==> config.mk <==
export PLATFORM = sky130hd
export DESIGN_NAME = gate_controller_with_code_lock_unit
export DESIGN_NICKNAME = d
export VERILOG_FILES = /design/src/gclu_pkg.sv /design/src/gate_controller_with_code_lock_unit.sv /design/src/gclu_cfg_regs.sv /design/src/gclu_code_lock.sv /design/src/gclu_gate_fsm.sv
export VERILOG_INCLUDE_DIRS = /design/src /design/src/src
export SDC_FILE = /design/constraint.sdc
export NUM_CORES = 1
export LEC_CHECK = 0
export BUFFER_PORTS_ARGS = -buffer_cell sky130_fd_sc_hd__buf_2
export CORE_UTILIZATION = 26
export DETAILED_ROUTE_END_ITERATION = 8
export GPL_TIMING_DRIVEN = 0
export MAX_ROUTING_LAYER = met4
export PLACE_DENSITY_LB_ADDON = 0.1
export REMOVE_ABC_BUFFERS = 1
export SYNTH_ARGS = -nofsm -noshare
export SYNTH_HDL_FRONTEND = slang
export SYNTH_SLANG_ARGS = --single-unit
==> constraint.sdc <==
create_clock -name aclk -period 7.38 [get_ports aclk]
set_input_delay 1.107 -clock aclk [delete_from_list [all_inputs] [get_ports aclk]]
set_output_delay 1.107 -clock aclk [all_outputs]
set_load 0.01 [all_outputs]
==> src/gate_controller_with_code_lock_unit_assert.svh <==
// assertion macros for the gate controller with code lock
// used by the top level only, expects aclk and aresetn in scope
`ifndef GATE_CONTROLLER_WITH_CODE_LOCK_UNIT_ASSERT_SVH
`define GATE_CONTROLLER_WITH_CODE_LOCK_UNIT_ASSERT_SVH

// condition implies consequence in the same cycle
`define GCLU_ASSERT_SAME(label, cond, cons, msg) \
    label: assert property (@(posedge aclk) disable iff (!aresetn) (cond) |-> (cons)) \
        else $error(msg);

// condition implies consequence in the next cycle
`define GCLU_ASSERT_NEXT(label, cond, cons, msg) \
    label: assert property (@(posedge aclk) disable iff (!aresetn) (cond) |=> (cons)) \
        else $error(msg);

`endif

==> src/gclu_pkg.sv <==
// shared types, constants and helper functions of the gate controller with code lock
// no dependencies
package gclu_pkg;

    localparam int NUM_CODES     = 4;
    localparam int NUM_CODE_REGS = 4;
    localparam int NUM_CMP       = (NUM_CODES < NUM_CODE_REGS) ? NUM_CODES : NUM_CODE_REGS;
    localparam int CODE_DIGITS   = 4;
    localparam int DIGIT_W       = 4;
    localparam int CODE_W        = 16;
    localparam int TICK_W        = 24;
    localparam int POS_W         = (CODE_DIGITS > 1) ? $clog2(CODE_DIGITS) : 1;
    localparam int KEY_W         = 3;
    localparam int CFG_IDX_W     = 3;
    localparam int CFG_DATA_W    = 24;
    localparam int STATE_W       = 2;
    localparam int RESULT_W      = 2;

    // register indexes of the configuration port
    localparam logic [CFG_IDX_W-1:0] CFG_CODE_ZERO  = 3'd0;
    localparam logic [CFG_IDX_W-1:0] CFG_CODE_ONE   = 3'd1;
    localparam logic [CFG_IDX_W-1:0] CFG_CODE_TWO   = 3'd2;
    localparam logic [CFG_IDX_W-1:0] CFG_CODE_THREE = 3'd3;
    localparam logic [CFG_IDX_W-1:0] CFG_TIMEOUT    = 3'd4;

    localparam logic [NUM_CODE_REGS-1:0][CODE_W-1:0] CODE_RESET =
        {16'h0123, 16'h0000, 16'h0102, 16'h1111};
    localparam logic [TICK_W-1:0] TIMEOUT_RESET = 24'd1000000;
    localparam logic [TICK_W-1:0] TICK_MAX      = '1;

    localparam logic [DIGIT_W-1:0] DIGIT_NOT_ENTERED = 4'd10;
    localparam logic [DIGIT_W-1:0] DIGIT_BAD         = 4'd11;

    // gate state codes as seen on the result channel
    localparam logic [STATE_W-1:0] GATE_CLOSED  = 2'd0;
    localparam logic [STATE_W-1:0] GATE_OPENING = 2'd1;
    localparam logic [STATE_W-1:0] GATE_OPEN    = 2'd2;
    localparam logic [STATE_W-1:0] GATE_CLOSING = 2'd3;

    // code check outcome codes
    localparam logic [RESULT_W-1:0] RESULT_NONE   = 2'd0;
    localparam logic [RESULT_W-1:0] RESULT_MATCH  = 2'd1;
    localparam logic [RESULT_W-1:0] RESULT_REJECT = 2'd2;

    typedef enum logic [3:0] {
        MODE_CLOSED  = 4'b0001,
        MODE_OPENING = 4'b0010,
        MODE_OPEN    = 4'b0100,
        MODE_CLOSING = 4'b1000
    } gate_mode_t;

    typedef struct packed {
        logic             open_button;
        logic             close_button;
        logic             open_limit;
        logic             closed_limit;
        logic             obstacle;
        logic             key_pressed;
        logic [KEY_W-1:0] key_row;
        logic [KEY_W-1:0] key_col;
    } item_t;

    typedef struct packed {
        logic key_accepted;
        logic check_done;
        logic matched;
    } lock_status_t;

    typedef struct packed {
        logic [STATE_W-1:0]  gate_state;
        logic                key_accepted;
        logic [RESULT_W-1:0] code_result;
    } result_t;

    function automatic logic [DIGIT_W-1:0] key_digit(input logic [KEY_W-1:0] row,
                                                     input logic [KEY_W-1:0] col);
        logic [DIGIT_W-1:0] d;
        d = DIGIT_BAD;
        if (row >= 3'd1 && row <= 3'd3 && col >= 3'd1 && col <= 3'd3) begin
            d = DIGIT_W'(col) + DIGIT_W'(4'd3 * (DIGIT_W'(row) - 4'd1));
        end else if (row == 3'd4 && col == 3'd2) begin
            d = 4'd0;
        end else if (row == 3'd1 && col == 3'd4) begin
            d = 4'd0;
        end
        return d;
    endfunction

    function automatic logic [STATE_W-1:0] mode_code(input gate_mode_t m);
        logic [STATE_W-1:0] c;
        case (m)
            MODE_CLOSED:  c = GATE_CLOSED;
            MODE_OPENING: c = GATE_OPENING;
            MODE_OPEN:    c = GATE_OPEN;
            MODE_CLOSING: c = GATE_CLOSING;
            default:      c = GATE_CLOSED;
        endcase
        return c;
    endfunction

endpackage

==> src/gate_controller_with_code_lock_unit.sv <==
// top level of the gate controller with keypad code lock
// depends on gclu_pkg, gclu_cfg_regs, gclu_code_lock, gclu_gate_fsm and the assertion header
//
// usage
//   one input transaction per control tick on the s_ channel (valid/ready): buttons,
//   limit switches, obstacle flag and an optional key press with its row and column
//   every input transaction yields exactly one result transaction on the m_ channel:
//   new gate state, motor drives, warning lamp, key accept flag and code check outcome
//   configuration writes go through cfg_valid/cfg_ready with cfg_index and cfg_data:
//   index 0..3 are the four codes (first digit in the high nibble), 4 is the entry
//   timeout; other indexes are ignored; cfg_ready is always high, write only while idle
// pipeline
//   input register, then one pass into the result register, from which the result is
//   offered; one transaction per cycle is sustained while m_ready is high, and the gate
//   state loop closes through the mode register of the gate state machine
// reset
//   aresetn low clears both stages, puts the gate in closed, marks all digit slots as
//   not entered, rewinds the entry position, zeroes the idle counter and reloads the
//   default codes and timeout
// stalls
//   while m_ready is low the result is held; one more transaction is taken into the
//   input register, after which s_ready drops until the result moves on
`include "gate_controller_with_code_lock_unit_assert.svh"

module gate_controller_with_code_lock_unit (
    input  logic                                 aclk,
    input  logic                                 aresetn,

    // configuration write channel
    input  logic                                 cfg_valid,
    output logic                                 cfg_ready,
    input  logic [gclu_pkg::CFG_IDX_W-1:0]       cfg_index,
    input  logic [gclu_pkg::CFG_DATA_W-1:0]      cfg_data,

    // input channel
    input  logic                                 s_valid,
    output logic                                 s_ready,
    input  logic                                 s_open_button,
    input  logic                                 s_close_button,
    input  logic                                 s_open_limit,
    input  logic                                 s_closed_limit,
    input  logic                                 s_obstacle,
    input  logic                                 s_key_pressed,
    input  logic [gclu_pkg::KEY_W-1:0]           s_key_row,
    input  logic [gclu_pkg::KEY_W-1:0]           s_key_col,

    // result channel
    output logic                                 m_valid,
    input  logic                                 m_ready,
    output logic [gclu_pkg::STATE_W-1:0]         m_gate_state,
    output logic                                 m_drive_open,
    output logic                                 m_drive_close,
    output logic                                 m_moving_lamp,
    output logic                                 m_key_accepted,
    output logic [gclu_pkg::RESULT_W-1:0]        m_code_result
);

    // pipeline control
    logic            in_valid_reg, in_valid_next;
    logic            out_valid_reg, out_valid_next;
    gclu_pkg::item_t item_reg, item_next;
    gclu_pkg::result_t res_reg, res_next;
    logic            s_take;
    logic            advance;

    // between the sub-blocks
    logic [gclu_pkg::NUM_CODE_REGS-1:0][gclu_pkg::CODE_W-1:0] codes;
    logic [gclu_pkg::TICK_W-1:0]   entry_timeout;
    gclu_pkg::lock_status_t        lock_status;
    logic                          gate_closed;
    logic [gclu_pkg::STATE_W-1:0]  gate_state_next;

    assign cfg_ready = 1'b1;

    // the held item moves on when the result slot is free or being emptied
    assign advance = in_valid_reg && (!out_valid_reg || m_ready);
    assign s_ready = !in_valid_reg || advance;
    assign s_take  = s_valid && s_ready;

    always_comb begin
        item_next = item_reg;
        if (s_take) begin
            item_next.open_button  = s_open_button;
            item_next.close_button = s_close_button;
            item_next.open_limit   = s_open_limit;
            item_next.closed_limit = s_closed_limit;
            item_next.obstacle     = s_obstacle;
            item_next.key_pressed  = s_key_pressed;
            item_next.key_row      = s_key_row;
            item_next.key_col      = s_key_col;
        end
        in_valid_next = s_take || (in_valid_reg && !advance);
    end

    gclu_cfg_regs u_cfg_regs (
        .aclk          (aclk),
        .aresetn       (aresetn),
        .wr_en         (cfg_valid && cfg_ready),
        .wr_index      (cfg_index),
        .wr_data       (cfg_data),
        .codes         (codes),
        .entry_timeout (entry_timeout)
    );

    gclu_code_lock u_code_lock (
        .aclk          (aclk),
        .aresetn       (aresetn),
        .step          (advance),
        .gate_closed   (gate_closed),
        .item          (item_reg),
        .codes         (codes),
        .entry_timeout (entry_timeout),
        .status        (lock_status)
    );

    gclu_gate_fsm u_gate_fsm (
        .aclk            (aclk),
        .aresetn         (aresetn),
        .step            (advance),
        .item            (item_reg),
        .lock            (lock_status),
        .gate_closed     (gate_closed),
        .gate_state_next (gate_state_next)
    );

    // result register load
    always_comb begin
        res_next = res_reg;
        if (advance) begin
            res_next.gate_state   = gate_state_next;
            res_next.key_accepted = lock_status.key_accepted;
            if (lock_status.check_done) begin
                res_next.code_result = lock_status.matched ? gclu_pkg::RESULT_MATCH
                                                           : gclu_pkg::RESULT_REJECT;
            end else begin
                res_next.code_result = gclu_pkg::RESULT_NONE;
            end
        end
        out_valid_next = advance || (out_valid_reg && !m_ready);
    end

    always_ff @(posedge aclk) begin
        if (!aresetn) begin
            in_valid_reg  <= 1'b0;
            out_valid_reg <= 1'b0;
        end else begin
            in_valid_reg  <= in_valid_next;
            out_valid_reg <= out_valid_next;
        end
    end

    // payload, no reset needed
    always_ff @(posedge aclk) begin
        item_reg <= item_next;
        res_reg  <= res_next;
    end

    // drives and lamp decode straight from the registered state
    assign m_valid        = out_valid_reg;
    assign m_gate_state   = res_reg.gate_state;
    assign m_drive_open   = (res_reg.gate_state == gclu_pkg::GATE_OPENING);
    assign m_drive_close  = (res_reg.gate_state == gclu_pkg::GATE_CLOSING);
    assign m_moving_lamp  = m_drive_open || m_drive_close;
    assign m_key_accepted = res_reg.key_accepted;
    assign m_code_result  = res_reg.code_result;

    // input stage only backs up behind a stalled result
    `GCLU_ASSERT_SAME(a_stall_source, !s_ready, m_valid && !m_ready, "input blocked without output stall")

    // a matched code always starts opening, a rejected one always leaves the gate closed
    `GCLU_ASSERT_SAME(a_match_opens, m_valid && (m_code_result == gclu_pkg::RESULT_MATCH), m_gate_state == gclu_pkg::GATE_OPENING, "matched code did not open")
    `GCLU_ASSERT_SAME(a_reject_closed, m_valid && (m_code_result == gclu_pkg::RESULT_REJECT), m_gate_state == gclu_pkg::GATE_CLOSED, "rejected code left gate moving")

    // a pending item with a free result slot is delivered next cycle
    `GCLU_ASSERT_NEXT(a_advance_delivers, in_valid_reg && !m_valid, m_valid, "held item not delivered")

endmodule

==> src/gclu_cfg_regs.sv <==
// configuration registers: stored codes and entry timeout
// depends on gclu_pkg
module gclu_cfg_regs (
    input  logic                                                    aclk,
    input  logic                                                    aresetn,
    input  logic                                                    wr_en,
    input  logic [gclu_pkg::CFG_IDX_W-1:0]                          wr_index,
    input  logic [gclu_pkg::CFG_DATA_W-1:0]                         wr_data,
    output logic [gclu_pkg::NUM_CODE_REGS-1:0][gclu_pkg::CODE_W-1:0] codes,
    output logic [gclu_pkg::TICK_W-1:0]                             entry_timeout
);

    logic [gclu_pkg::NUM_CODE_REGS-1:0][gclu_pkg::CODE_W-1:0] codes_reg, codes_next;
    logic [gclu_pkg::TICK_W-1:0] timeout_reg, timeout_next;

    always_comb begin
        codes_next   = codes_reg;
        timeout_next = timeout_reg;
        if (wr_en) begin
            case (wr_index)
                gclu_pkg::CFG_CODE_ZERO:  codes_next[0] = wr_data[gclu_pkg::CODE_W-1:0];
                gclu_pkg::CFG_CODE_ONE:   codes_next[1] = wr_data[gclu_pkg::CODE_W-1:0];
                gclu_pkg::CFG_CODE_TWO:   codes_next[2] = wr_data[gclu_pkg::CODE_W-1:0];
                gclu_pkg::CFG_CODE_THREE: codes_next[3] = wr_data[gclu_pkg::CODE_W-1:0];
                gclu_pkg::CFG_TIMEOUT:    timeout_next = wr_data[gclu_pkg::TICK_W-1:0];
                default: ;
            endcase
        end
    end

    always_ff @(posedge aclk) begin
        if (!aresetn) begin
            codes_reg   <= gclu_pkg::CODE_RESET;
            timeout_reg <= gclu_pkg::TIMEOUT_RESET;
        end else begin
            codes_reg   <= codes_next;
            timeout_reg <= timeout_next;
        end
    end

    assign codes         = codes_reg;
    assign entry_timeout = timeout_reg;

endmodule

==> src/gclu_code_lock.sv <==
// keypad code entry: digit slots, entry position, idle counter and code compare
// depends on gclu_pkg
module gclu_code_lock (
    input  logic                                                    aclk,
    input  logic                                                    aresetn,
    input  logic                                                    step,
    input  logic                                                    gate_closed,
    input  gclu_pkg::item_t                                         item,
    input  logic [gclu_pkg::NUM_CODE_REGS-1:0][gclu_pkg::CODE_W-1:0] codes,
    input  logic [gclu_pkg::TICK_W-1:0]                             entry_timeout,
    output gclu_pkg::lock_status_t                                  status
);

    logic [gclu_pkg::CODE_DIGITS-1:0][gclu_pkg::DIGIT_W-1:0] digits_reg, digits_next;
    logic [gclu_pkg::POS_W-1:0]  pos_reg, pos_next;
    logic [gclu_pkg::TICK_W-1:0] idle_reg, idle_next;

    logic [gclu_pkg::TICK_W-1:0]  idle_inc;
    logic [gclu_pkg::POS_W-1:0]   pos_eff;
    logic [gclu_pkg::DIGIT_W-1:0] digit;
    logic                         digit_ok;
    logic                         last_slot;
    logic [gclu_pkg::CODE_W-1:0]  entered_flat;
    logic                         matched;
    logic                         key_now;

    always_comb begin
        idle_inc = (idle_reg != gclu_pkg::TICK_MAX) ? idle_reg + 1'b1 : idle_reg;
        // timeout check comes before the key press of the same tick
        pos_eff   = (idle_inc > entry_timeout) ? '0 : pos_reg;
        digit     = gclu_pkg::key_digit(item.key_row, item.key_col);
        digit_ok  = (digit != gclu_pkg::DIGIT_BAD);
        key_now   = gate_closed && item.key_pressed;
        last_slot = (pos_eff == gclu_pkg::POS_W'(gclu_pkg::CODE_DIGITS - 1));

        digits_next = digits_reg;
        if (key_now && digit_ok) begin
            digits_next[pos_eff] = digit;
        end

        // first slot goes to the highest nibble
        for (int d = 0; d < gclu_pkg::CODE_DIGITS; d++) begin
            entered_flat[gclu_pkg::DIGIT_W*(gclu_pkg::CODE_DIGITS-1-d) +: gclu_pkg::DIGIT_W] =
                digits_next[d];
        end

        matched = 1'b0;
        for (int k = 0; k < gclu_pkg::NUM_CMP; k++) begin
            if (codes[k] == entered_flat) begin
                matched = 1'b1;
            end
        end

        pos_next  = pos_reg;
        idle_next = idle_reg;
        if (gate_closed) begin
            idle_next = item.key_pressed ? '0 : idle_inc;
            if (item.key_pressed) begin
                pos_next = last_slot ? '0 : pos_eff + 1'b1;
            end else begin
                pos_next = pos_eff;
            end
        end
    end

    always_ff @(posedge aclk) begin
        if (!aresetn) begin
            digits_reg <= {gclu_pkg::CODE_DIGITS{gclu_pkg::DIGIT_NOT_ENTERED}};
            pos_reg    <= '0;
            idle_reg   <= '0;
        end else if (step) begin
            digits_reg <= digits_next;
            pos_reg    <= pos_next;
            idle_reg   <= idle_next;
        end
    end

    assign status.key_accepted = key_now && digit_ok;
    assign status.check_done   = key_now && last_slot;
    assign status.matched      = matched;

endmodule

==> src/gclu_gate_fsm.sv <==
// gate motion state machine: closed, opening, open, closing
// depends on gclu_pkg
module gclu_gate_fsm (
    input  logic                            aclk,
    input  logic                            aresetn,
    input  logic                            step,
    input  gclu_pkg::item_t                 item,
    input  gclu_pkg::lock_status_t          lock,
    output logic                            gate_closed,
    output logic [gclu_pkg::STATE_W-1:0]    gate_state_next
);

    gclu_pkg::gate_mode_t mode_reg, mode_next;

    always_comb begin
        mode_next = mode_reg;
        case (mode_reg)
            gclu_pkg::MODE_CLOSED: begin
                if (item.open_button) begin
                    mode_next = gclu_pkg::MODE_OPENING;
                end
                // a rejected code holds the gate closed even with open pressed
                if (lock.check_done) begin
                    mode_next = lock.matched ? gclu_pkg::MODE_OPENING : gclu_pkg::MODE_CLOSED;
                end
            end
            gclu_pkg::MODE_OPENING: begin
                if (item.close_button) begin
                    mode_next = gclu_pkg::MODE_CLOSING;
                end
                if (item.open_limit) begin
                    mode_next = gclu_pkg::MODE_OPEN;
                end
            end
            gclu_pkg::MODE_OPEN: begin
                if (item.close_button) begin
                    mode_next = gclu_pkg::MODE_CLOSING;
                end
            end
            gclu_pkg::MODE_CLOSING: begin
                if (item.obstacle || item.open_button) begin
                    mode_next = gclu_pkg::MODE_OPENING;
                end
                if (item.closed_limit) begin
                    mode_next = gclu_pkg::MODE_CLOSED;
                end
            end
            default: mode_next = gclu_pkg::MODE_CLOSED;
        endcase
    end

    always_ff @(posedge aclk) begin
        if (!aresetn) begin
            mode_reg <= gclu_pkg::MODE_CLOSED;
        end else if (step) begin
            mode_reg <= mode_next;
        end
    end

    assign gate_closed     = (mode_reg == gclu_pkg::MODE_CLOSED);
    assign gate_state_next = gclu_pkg::mode_code(mode_next);

endmodule

Word-level counts from Yosys, hierarchy flattened
Index checks and enable logic that the tools add are counted.

storage, ports and cells
  register bits after elaboration = 153
  bits of input ports = 44
  output and inout bits = 11
  logic and storage cells = 117

operators by class
  add/sub/neg operators = 4
  multipliers = 1
  $lt $le $gt $ge = 7
  eq/ne operators = 24
  mux-type cells = 26
  reduce and logical (&&, ||, !) cells = 30

operators with widths
  cell                     number
  $eq A16 B16 Y1           4
  $mux W24                 2
  $mux W4                  10
  $add A24 B1 Y24 const B  1
  $gt A24 B24 Y1           1
  $ne A24 B24 Y1 const B   1
  $bwmux W16               1
  $mux W16                 1
  $pmux W4 S4              1
  $logic_and A1 B1 Y1      13
  $reduce_and A2 Y1        6
  $mux W2                  5
  $eq A3 B2 Y1 const B     3
  $eq A3 B3 Y1 const B     3
  $demux W4 S2             1
  $eq A4 B2 Y1 const B     2
  $eq A4 B3 Y1 const B     2
  $eq A4 B4 Y1 const B     2
  $eq A3 B1 Y1 const B     2
  $ge A3 B1 Y1 const B     2
  $le A3 B2 Y1 const B     2
  $logic_or A1 B1 Y1       6
  $pmux W2 S3              1
  $add A3 B4 Y4            1
  other kinds (12)         19

Depth between registers and ports, before layout
Gate-level depths: netlist of the first run.

  depth in word-level cells = 20
  depth in mapped cells = 31
  depth with buffers taken out = 28

By module
A second synthesis of the first run with hierarchy kept.

second synthesis, totals
  cells, all modules = 1010
  area total of the unflattened synthesis = 9049.9 sq um

modules (own cells, without submodules)
  module                               times used  cells each  area an instance (sq um)  sequential area each (sq um)
  gclu_code_lock                       1           613         4708.3                    840.8
  gclu_cfg_regs                        1           326         3373.2                    1761.7
  gate_controller_with_code_lock_unit  1           33          644.4                     550.5
  gclu_gate_fsm                        1           38          324.1                     80.1

Worst setup path after synthesis of the first run
OpenSTA, ideal clock, no wires.

  path type = reg2reg
  start point = register u_code_lock.idle_reg[10] (netlist name)
  end point = register u_gate_fsm.mode_reg[0]
  library setup time = 0.129 ns
  data arrival time = 5.594 ns
  data required time = 7.251 ns
  setup slack = 1.657 ns
  cell stages (with the launch flop) = 30
  buffers on the path = 2
  clock period less this slack = 5.723 ns
  path through = dfxtp_1 -> clkbuf_1 -> and4_1 -> nand4_1 -> o31a_1 -> nand4_1 -> nor2_1 -> xor2_1 -> ha_1 -> a21o_1 -> a21o_1 -> a21o_1 -> a21o_1 -> a21oi_1 -> o21a_1 -> o211ai_1 -> a211oi_1 -> or2_2 -> nand2_1 -> ha_1 -> and3_1 -> buf_4 -> a22o_1 -> a222oi_1 -> o221ai_1 -> a2111oi_2 -> o2111ai_1 -> o22ai_1 -> nor3_1 -> nand3b_1

on the way
  longest elaborated chain between the ends = 18
  elaborated cells on any way between the ends = 25
  those cells by class = 1 x add/sub; 3 x order compare; 6 x eq/ne; 13 x mux; 2 x reduce/logical

RTL lines
  item                                                                line                  RTL
  from (decl)                                                         gclu_code_lock.sv:16  logic [gclu_pkg::TICK_W-1:0] idle_reg, idle_next;
  from (signal assigned)                                              gclu_code_lock.sv:74  idle_reg <= idle_next;
  $add A24 B1 Y24 or $ne A24 B24 Y1 (tied branches)                   gclu_code_lock.sv:28  idle_inc = (idle_reg != gclu_pkg::TICK_MAX) ? idle_reg + 1'b1 : idle_reg;
  $mux W24 *                                                          gclu_code_lock.sv:28
  $gt A24 B24 Y1 *                                                    gclu_code_lock.sv:30  pos_eff = (idle_inc > entry_timeout) ? '0 : pos_reg;
  $mux W2 *                                                           gclu_code_lock.sv:30
  $lt A2 B3 Y1 (implied by the code) or $ge A2 B1 Y1 (tied branches)  gclu_code_lock.sv:38  digits_next[pos_eff] = digit;
  $logic_and A1 B1 Y1 (implied by the code)                           gclu_code_lock.sv:38
  $mux W4 (implied by the code)                                       gclu_code_lock.sv:38
  $demux W4 S2                                                        --
  $bwmux W16                                                          gclu_code_lock.sv:38
  $mux W16                                                            gclu_code_lock.sv:37  if (key_now && digit_ok) begin
  $eq A16 B16 Y1                                                      gclu_code_lock.sv:49  if (codes[k] == entered_flat) begin
  $mux W1 (4 in series)                                               gclu_code_lock.sv:49
  $mux W2                                                             gclu_gate_fsm.sv:24   mode_next = lock.matched ? gclu_pkg::MODE_OPENING : gclu_pkg::MODE_CLOSED;
  $mux W4 *                                                           gclu_gate_fsm.sv:23   if (lock.check_done) begin
  $pmux W4 S4 *                                                       gclu_gate_fsm.sv:17   case (mode_reg)
  to (signal assigned)                                                gclu_gate_fsm.sv:54   mode_reg <= gclu_pkg::MODE_CLOSED;
  to (signal assigned)                                                gclu_gate_fsm.sv:56   mode_reg <= mode_next;
  to (decl)                                                           gclu_gate_fsm.sv:13   gclu_pkg::gate_mode_t mode_reg, mode_next;

Every way passes the cells marked *; elsewhere a longest branch is shown, timed or not.
A chain may end at the register's enable or synchronous reset.

Final worst setup path of the first run
Same ends and word-level chain as after synthesis.

==> results of run 1 <==
worst paths after layout:
| kind | start | endpoint | depth (start not counted) |
|---|---|---|---|
| setup / recovery | u_code_lock.idle_reg[10]$_SDFFE_PN0P_ | u_gate_fsm.mode_reg[0]$_SDFFE_PN1P_ | 25 |
| hold / removal | u_cfg_regs.entry_timeout[2]$_SDFFE_PN0P_ | u_cfg_regs.entry_timeout[2]$_SDFFE_PN0P_ | 2 |
| hold reg to reg | u_cfg_regs.entry_timeout[2]$_SDFFE_PN0P_ | u_cfg_regs.entry_timeout[2]$_SDFFE_PN0P_ | 2 |
| setup reg to reg | u_code_lock.idle_reg[10]$_SDFFE_PN0P_ | u_gate_fsm.mode_reg[0]$_SDFFE_PN1P_ | 25 |
layer usage:
| metal | share of wire | up-vias | global-route usage |
|---|---|---|---|
| li1 | - | 3816 | - |
| met1 | 0.51 | 3620 | 0.245 |
| met2 | 0.44 | 162 | 0.249 |
| met3 | 0.034 | 17 | 0.0256 |
| met4 | 0.011 | 0 | 0.0493 |
| met5 | 0 | - | - |
metrics by stage:
step	setup WS, ps	total power (uW)
3_3_place_gp	-460	1150
3_5_place_dp	-391	1150
6_report	404	1980
5_1_grt	-39.6	2080
4_1_cts	29.1	2010
2_1_floorplan	1570	1050
cell usage after synthesis, drive strengths merged, types with 2 or more instances:
library cell,number
nand2,208
a22oi,16
or3,14
a211oi,10
mux2i,4
nand3b,5
a22o,3
o311ai,2
buf,8
and3b,2
xnor2,21
a21boi,2
o21a,9
nand4,20
and4,3
o22ai,11
o211ai,15
fa,2
nor2,68
a2111oi,2
or2,6
and3,18
o221ai,3
edfxtp,17
nor4,9
a211o,2
inv,37
and2,11
nor2b,7
dfxtp,136
a222oi,3
ha,36
o2111ai,4
xor2,42
a21oi,113
a21o,9
o21ai,47
a31oi,11
nand3,36
clkbuf,48
nand2b,9
nor3,19
timing repair:
item	CTS	global route
gates resized for setup	7	18
endpoints found under the setup margin	5	5
gates cloned	0	1
pin swaps	0	5
buffers inserted	0	4
cell type report:
| type | instances | share of cell area |
|---|---|---|
| clock buffer | 22 | 0.0462 |
| multi-input combinational | 822 | 0.512 |
| clock inverter | 10 | 0.00942 |
| inverter | 38 | 0.0148 |
| sequential | 153 | 0.329 |
| tap | 435 | 0.0554 |
| timing repair buffer | 58 | 0.0329 |
power groups by stage:
stage	sequential, uW	combinational [uW]	clock, uW
floorplan	900	151	0
global placement	906	240	0
detailed placement	906	242	0
CTS	887	244	880
global route	891	274	911
finish	888	246	850
critical path: cells and delay by family (launching register included):
family / cells / cell delay, ps
adder cells (fa/ha/maj): 2 / 580
AND/OR/NAND/NOR: 17 / 4170
AO/OA/AOI/OAI: 4 / 1260
multiplexers: 1 / 260
XOR/XNOR: 1 / 150
flip-flops: 1 / 380
kinds of logic (layout without fill, tap and decap cells):
| logic type | after synthesis | count (layout) | share of synthesized area |
|---|---|---|---|
| and+or+nand+nor | 439 | 440 | 0.240 |
| other | 1 | 1 | 0.000440 |
| AOI/OAI and AO/OA | 274 | 274 | 0.205 |
| adders and majority gates | 38 | 38 | 0.0576 |
| DFF | 153 | 153 | 0.380 |
| buffers and inverters | 94 | 128 | 0.0432 |
| muxes | 5 | 5 | 0.00603 |
| xor gates and xnor gates | 64 | 64 | 0.0678 |
==> results.yml, run 1 <==
timing:
  finClkSkew_ps: 16.3
  fin_setup_tns_ps: 0
  relSlewSlack: 0.216
  setup_viol: 0
  worstMarginPinSlew_ps: 1180
  maxSlewViolCount: 0
  hold_violations: 0
  fmax_mhz: 143
  finalCritPeriodShare: 0.945
  final.min_clock_period_ps: 6980
  holdWs_ps: 457
floorplan:
  fp.dieW_um: 183
  core_area_mm2: 0.0319
  die-area_mm2: 0.0335
  chipHeight_um: 183
  io_pins: 55
  rows: 65
  initial_core_util: 0.267
logic_synthesis:
  synth_edf_count: 17
  syn_area_mm2: 0.00851
  synth-seq-cells: 153
  synth_area_leader_cell: "dfxtp_1"
  synthCells: 1068
  synth_top_area_share: 0.320
  postSynth.asyncResetShare: 0
  yosysUniqueCellTypes: 74
  yosysWarningCount: 0
  ys.flop_type: "dfxtp_1"
  syn_avg_cell_area_um2: 7.97
  ys_seq_area_frac: 0.380
  yosys-top-cells-area: "dfxtp_1 (32%), nand2_1 (9.2%), a21oi_1 (6.6%), edfxtp_1 (6.0%), ha_1 (5.3%)"
job:
  cap_violations: 0
clocking:
  h-tree-depth: 4
  insertion_delay_ps: 430
  ctsHoldBuffers: 0
  cts_buffers: 17
  path_clk_slew_ps: 70
  cts_root_buf: "clkbuf_16"
  cts_tree: "done"
  cts.sinks: 153
  clockBufferDepth: 2
final_layout:
  fin_area_mm2: 0.00983
  final_common_cell: "nand2_1"
  n_fill_cell: 3514
  largest_reg_flops: 64
  instances_no_fill: 1538
  final-seq-area_mm2: 0.00323
  area_delta_synth_final_pct: 15.4
  nets: 1172
  final_util: 0.308
  layout.cells.most_common_list: "nand2_1 (208), dfxtp_1 (136), a21oi_1 (113)"
  drive_gt1_frac: 0.121
  antenna_cells: 0
  multiInputGateArea_mm2: 0.00503
placement:
  place_area_mm2: 0.00913
  port_buffers: 53
  dp_cells: 1501
  gp_congestion: 0.781
  post-dp-hpwl_um: 19000
pwr:
  power_density_mw_per_mm2: 202
  pwr-share-seq: 0.448
  clkPwrFrac: 0.428
  p_sw_uw: 560
  ir_drop_uv: 154
  power.internal_uw: 1420
  combPwrFrac: 0.124
  power_switching_share: 0.282
  p_leak_uw: 0.00369
detailed_routing:
  initialDrtViolationCount: 528
  routed_wl_um: 27300
  ant_nets: 0
  drc: 0
  routed-via-count: 7615
  drt-pass1-iter-count: 7
  viasPerCell: 4.95
  wl_per_cell_um: 17.7
critical_path:
  cp_slowest_cell: "a2111oi_2"
  worstPathArrival_ps: 7250
  path_max_fanout: 8
  start_kind: "flip-flop"
  crit_path_end_kind: "flip-flop"
  crit_type: "reg2reg"
  path_common_cell: "nand4_1"
  required_ps: 7660
  cpPeakStageDelay_ps: 480
  r2r_setup_slack_ps: 400
global_route:
  grt_pass1_vias: 7257
  grt_max_degree: 67
  grt_pass1_wl_um: 42800
  grt_overflow: 0
  antenna_found_initial: 0
  grtUsageTotal: 0.172
worst_hold_path:
  min_path_type: "reg2reg"
outcome:
  status: "finished, final reports clean"
Note: power is estimated with default switching activity, not from simulation.
==> inputs of run 2 (changes only) <==
--- a/config.mk
+++ b/config.mk
@@ -12,7 +12,6 @@
 export GPL_TIMING_DRIVEN = 0
 export MAX_ROUTING_LAYER = met4
 export PLACE_DENSITY_LB_ADDON = 0.1
-export REMOVE_ABC_BUFFERS = 1
 export SYNTH_ARGS = -nofsm -noshare
 export SYNTH_HDL_FRONTEND = slang
 export SYNTH_SLANG_ARGS = --single-unit
==> results.yml, run 2 (same netlist as run 1, synthesis figures left out) <==
outcome:
  status: "finished, final reports clean"
critical_path:
  path_max_fanout: 7
  crit_type: "reg2reg"
  start_kind: "flip-flop"
  cp_slowest_cell: "o22ai_1"
  path_common_cell: "a21o_1"
  cpPeakStageDelay_ps: 690
  crit_path_end_kind: "flip-flop"
  worstPathArrival_ps: 7070
  required_ps: 7670
timing:
  setup_viol: 0
  rsz0062_at_grt: "no"
  fmax_mhz: 148
  worstMarginPinSlew_ps: 1010
  finClkSkew_ps: 13.4
  relSlewSlack: 0.319
  final.min_clock_period_ps: 6780
  hold_violations: 0
  finalCritPeriodShare: 0.918
  maxSlewViolCount: 0
detailed_routing:
  drc: 0
  routed_wl_um: 30500
  wl_per_cell_um: 19.2
  ant_nets: 0
  drt-pass1-iter-count: 6
  initialDrtViolationCount: 468
  routed-via-count: 7867
  viasPerCell: 4.95
placement:
  port_buffers: 53
  post-dp-hpwl_um: 22500
  place_area_mm2: 0.00932
  dp_cells: 1556
  gp_congestion: 0.852
job:
  cap_violations: 0
global_route:
  grtUsageTotal: 0.190
  antenna_found_initial: 0
  grt_overflow: 0
  grt_pass1_wl_um: 46000
  grt_max_degree: 17
  grt_pass1_vias: 7361
pwr:
  ir_drop_uv: 148
  p_leak_uw: 0.00375
  power_density_mw_per_mm2: 202
clocking:
  insertion_delay_ps: 440
  ctsHoldBuffers: 0
  cts_tree: "done"
  path_clk_slew_ps: 70
  cts_root_buf: "clkbuf_16"
  cts_buffers: 17
  h-tree-depth: 4
  cts.sinks: 153
  clockBufferDepth: 2
final_layout:
  fin_area_mm2: 0.00996
  largest_reg_flops: 64
  final_util: 0.312
  antenna_cells: 0
  layout.cells.most_common_list: "nand2_1 (208), dfxtp_1 (136), a21oi_1 (113)"
  nets: 1222
  final_common_cell: "nand2_1"
  area_delta_synth_final_pct: 17.0
  instances_no_fill: 1588
  drive_gt1_frac: 0.111
floorplan:
  rows: 65
  chipHeight_um: 183
  die-area_mm2: 0.0335
  fp.dieW_um: 183
  core_area_mm2: 0.0319
  initial_core_util: 0.267
  io_pins: 55
worst_hold_path:
  min_path_type: "reg2reg"
logic_synthesis:
  synth_nets: 1150
## run 2: cell types whose count changed in the layout (fill, tap and decap cells not counted), sizes merged
cell	change
and3	-1
buf	+4
clkbuf	+45
clkinv	-2
clkinvlp	+2
inv	+2
## run 2: critical path: cells and delay by family, from the launching register on
kind	cells	cell delay, ps
AOI/OAI and AO/OA	13	3220
and+or+nand+nor	10	1810
adders and majority gates	2	560
buffers and inverters	2	400
DFF	1	310
xor gates and xnor gates	2	310
## run 2: per-stage QoR
stage | hold slack, ps | setup TNS, ps | power, uW | setup slack, ps
detailed placement | 449 | -756 | 1160 | -196
finish | 456 | 0 | 2010 | 605
floorplan | 434 | 0 | 1060 | 1660
CTS | 458 | 0 | 2030 | 82.9
global placement | 446 | -615 | 1160 | -165
global route | 476 | 0 | 2090 | 54.5
## run 2: per-layer routing
layer  share of wire  wire length (um)  GRT usage
met2            0.45             13600      0.288
met3           0.035              1060     0.0314
met1            0.51             15400      0.263
met5               0                 0          -
met4           0.011               342     0.0447
## run 2: area by class of cell
class	count	area, um^2
fill	3526	21900
multi-input combinational	821	5000
sequential	153	3230
tap	435	544
clock buffer	20	437
timing repair buffer	54	273
buffer	55	221
inverter	38	143
clock inverter	12	115
## run 2: final timing paths
path	cells after the start	slack [ps]	start	to
max	29	600	u_code_lock.idle_reg[7]$_SDFFE_PN0P_	u_gate_fsm.mode_reg[0]$_SDFFE_PN1P_
min	2	460	u_cfg_regs.entry_timeout[2]$_SDFFE_PN0P_	u_cfg_regs.entry_timeout[2]$_SDFFE_PN0P_
max reg2reg	29	600	u_code_lock.idle_reg[7]$_SDFFE_PN0P_	u_gate_fsm.mode_reg[0]$_SDFFE_PN1P_
min reg2reg	2	460	u_cfg_regs.entry_timeout[2]$_SDFFE_PN0P_	u_cfg_regs.entry_timeout[2]$_SDFFE_PN0P_
## run 2: power by group
part	internal (uW)	switching [uW]	total (uW)
Clock	469	394	863
Combinational	86.3	178	264
Sequential	865	20.2	885
Total	1420	592	2010
## run 2: repair_timing
| item | 4_1_cts | 5_1_grt |
|---|---|---|
| buffers inserted | 0 | 1 |
| endpoints found under the setup margin | 5 | 5 |
| gates resized for setup | 4 | 11 |
| pin swaps | 0 | 2 |
==> inputs of run 3 (changes only) <==
==> constraint.sdc (replaced) <==
create_clock -name aclk -period 8 [get_ports aclk]
set_input_delay 1.2 -clock aclk [delete_from_list [all_inputs] [get_ports aclk]]
set_output_delay 1.2 -clock aclk [all_outputs]
set_load 0.01 [all_outputs]
==> results.yml, run 3 (same netlist as run 1, synthesis figures left out) <==
pwr:
  power_density_mw_per_mm2: 187
  power_switching_share: 0.293
  clkPwrFrac: 0.429
  total_power_uw: 1850
  combPwrFrac: 0.130
  p_sw_uw: 542
  ir_drop_uv: 137
  pwr-share-seq: 0.441
  p_leak_uw: 0.00374
  power.internal_uw: 1310
detailed_routing:
  ant_nets: 0
  wl_per_cell_um: 19.1
  drc: 0
  viasPerCell: 4.92
  drt-pass1-iter-count: 5
  initialDrtViolationCount: 463
  routed-via-count: 7817
  routed_wl_um: 30300
clocking:
  clockBufferDepth: 2
  cts_root_buf: "clkbuf_16"
  cts_tree: "done"
  cts_resized: 0
  cts_buffers: 17
  path_clk_slew_ps: 60
  cts.sinks: 153
  insertion_delay_ps: 440
  cts_setup_buffers: 0
  ctsHoldBuffers: 0
  h-tree-depth: 4
job:
  cap_violations: 0
critical_path:
  path_max_fanout: 9
  rr_startpoint: "u_code_lock.idle_reg[10]$_SDFFE_PN0P_"
  crit_type: "reg2reg"
  reg2reg_to: "u_gate_fsm.mode_reg[0]$_SDFFE_PN1P_"
  required_ps: 8290
  critical_path.startpoint: "u_code_lock.idle_reg[10]$_SDFFE_PN0P_"
  cpPeakStageDelay_ps: 550
  start_kind: "flip-flop"
  rr_worst_depth: 28
  worstPathArrival_ps: 7670
  r2r_setup_slack_ps: 620
  cp_slowest_cell: "o21ai_0"
  path_common_cell: "a21o_1"
  crit_path_end_kind: "flip-flop"
logic_synthesis:
  synth_nets: 1150
worst_hold_path:
  hp-start: "u_cfg_regs.entry_timeout[2]$_SDFFE_PN0P_"
  min_path_type: "reg2reg"
  whs_path_depth: 2
  hold_end: "u_cfg_regs.entry_timeout[2]$_SDFFE_PN0P_"
placement:
  port_buffers: 53
  post-dp-hpwl_um: 22500
  gp_congestion: 0.852
  dp_cells: 1556
  place_ws_ps: 424
timing:
  maxSlewViolCount: 0
  final.min_clock_period_ps: 7380
  fin_setup_tns_ps: 0
  setup_viol: 0
  finClkSkew_ps: 12.0
  finalCritPeriodShare: 0.923
  relSlewSlack: 0.314
  worstMarginPinSlew_ps: 1020
  fin_ws_ps: 616
  rsz0062_at_grt: "no"
  fmax_mhz: 135
  hold_violations: 0
floorplan:
  core_area_mm2: 0.0319
  initial_core_util: 0.267
  chipHeight_um: 183
  die-area_mm2: 0.0335
  fp.dieW_um: 183
  io_pins: 55
  rows: 65
global_route:
  grt_max_degree: 17
  grt_pass1_vias: 7349
  antenna_found_initial: 0
  grt_pass1_wl_um: 46000
  grt_overflow: 0
  grtUsageTotal: 0.190
final_layout:
  layout.cells.most_common_list: "nand2_1 (208), dfxtp_1 (136), a21oi_1 (113)"
  final_common_cell: "nand2_1"
  largest_reg_flops: 64
  drive_gt1_frac: 0.102
  final_util: 0.310
  instances_no_fill: 1588
  nets: 1222
  area_delta_synth_final_pct: 16.3
  antenna_cells: 0
outcome:
  status: "finished, final reports clean"
## run 3: cell count changes in the layout (fill, tap and decap cells not counted), sizes merged
| cell | previous run | this run |
|---|---|---|
| clkbuf | 67 | 68 |
| buf | 62 | 61 |
## run 3: cell type report
cell class	instances	area, um^2
plain buffers	56	225
clock buffers	20	437
fillers	3534	22000
well taps	435	544
repair buffers	53	265
multi-input cells	821	4930
flip-flops and latches	153	3230
inverters	38	143
clock inverters	12	115
## run 3: worst max-delay path: cells and delay by family (launching register included)
family | cells | cell delay [ps]
xor+xnor | 2 | 380
buf+inv | 1 | 260
fa+ha+maj | 2 | 470
simple gates | 11 | 2590
compound gates | 12 | 3230
flops | 1 | 300
## run 3: per-layer routing
metal,up-vias,part of all wire,track usage
li1,3914,-,-
met1,3762,0.51,0.263
met2,124,0.45,0.288
met3,17,0.031,0.0310
met4,0,0.011,0.0440
met5,-,0,-
## run 3: worst max-delay path by stage
stage                     slack [ps]                             endpoint  cells after the start
after floorplan                 2280  u_gate_fsm.mode_reg[0]$_SDFFE_PN1P_                     29
after global placement           460  u_gate_fsm.mode_reg[0]$_SDFFE_PN1P_                     27
after detailed placement         420  u_gate_fsm.mode_reg[0]$_SDFFE_PN1P_                     27
after CTS                        410  u_gate_fsm.mode_reg[0]$_SDFFE_PN1P_                     27
after global routing              50  u_gate_fsm.mode_reg[0]$_SDFFE_PN1P_                     27
final                            620  u_gate_fsm.mode_reg[0]$_SDFFE_PN1P_                     28
## run 3: power by group through the flow
stage                     combinational (uW)  sequential, uW  clock, uW
after global routing                     265             820        844
after global placement                   240             834          0
after CTS                                241             817        815
final                                    241             817        794
after floorplan                          150             828          0
after detailed placement                 240             834          0
## run 3: metrics by stage
step / hold slack [ps] / cell area, um^2
global placement: 446 / 9320
detailed placement: 449 / 9320
finish: 456 / 9900
floorplan: 434 / 8510
CTS: 458 / 9870
global route: 476 / 9900
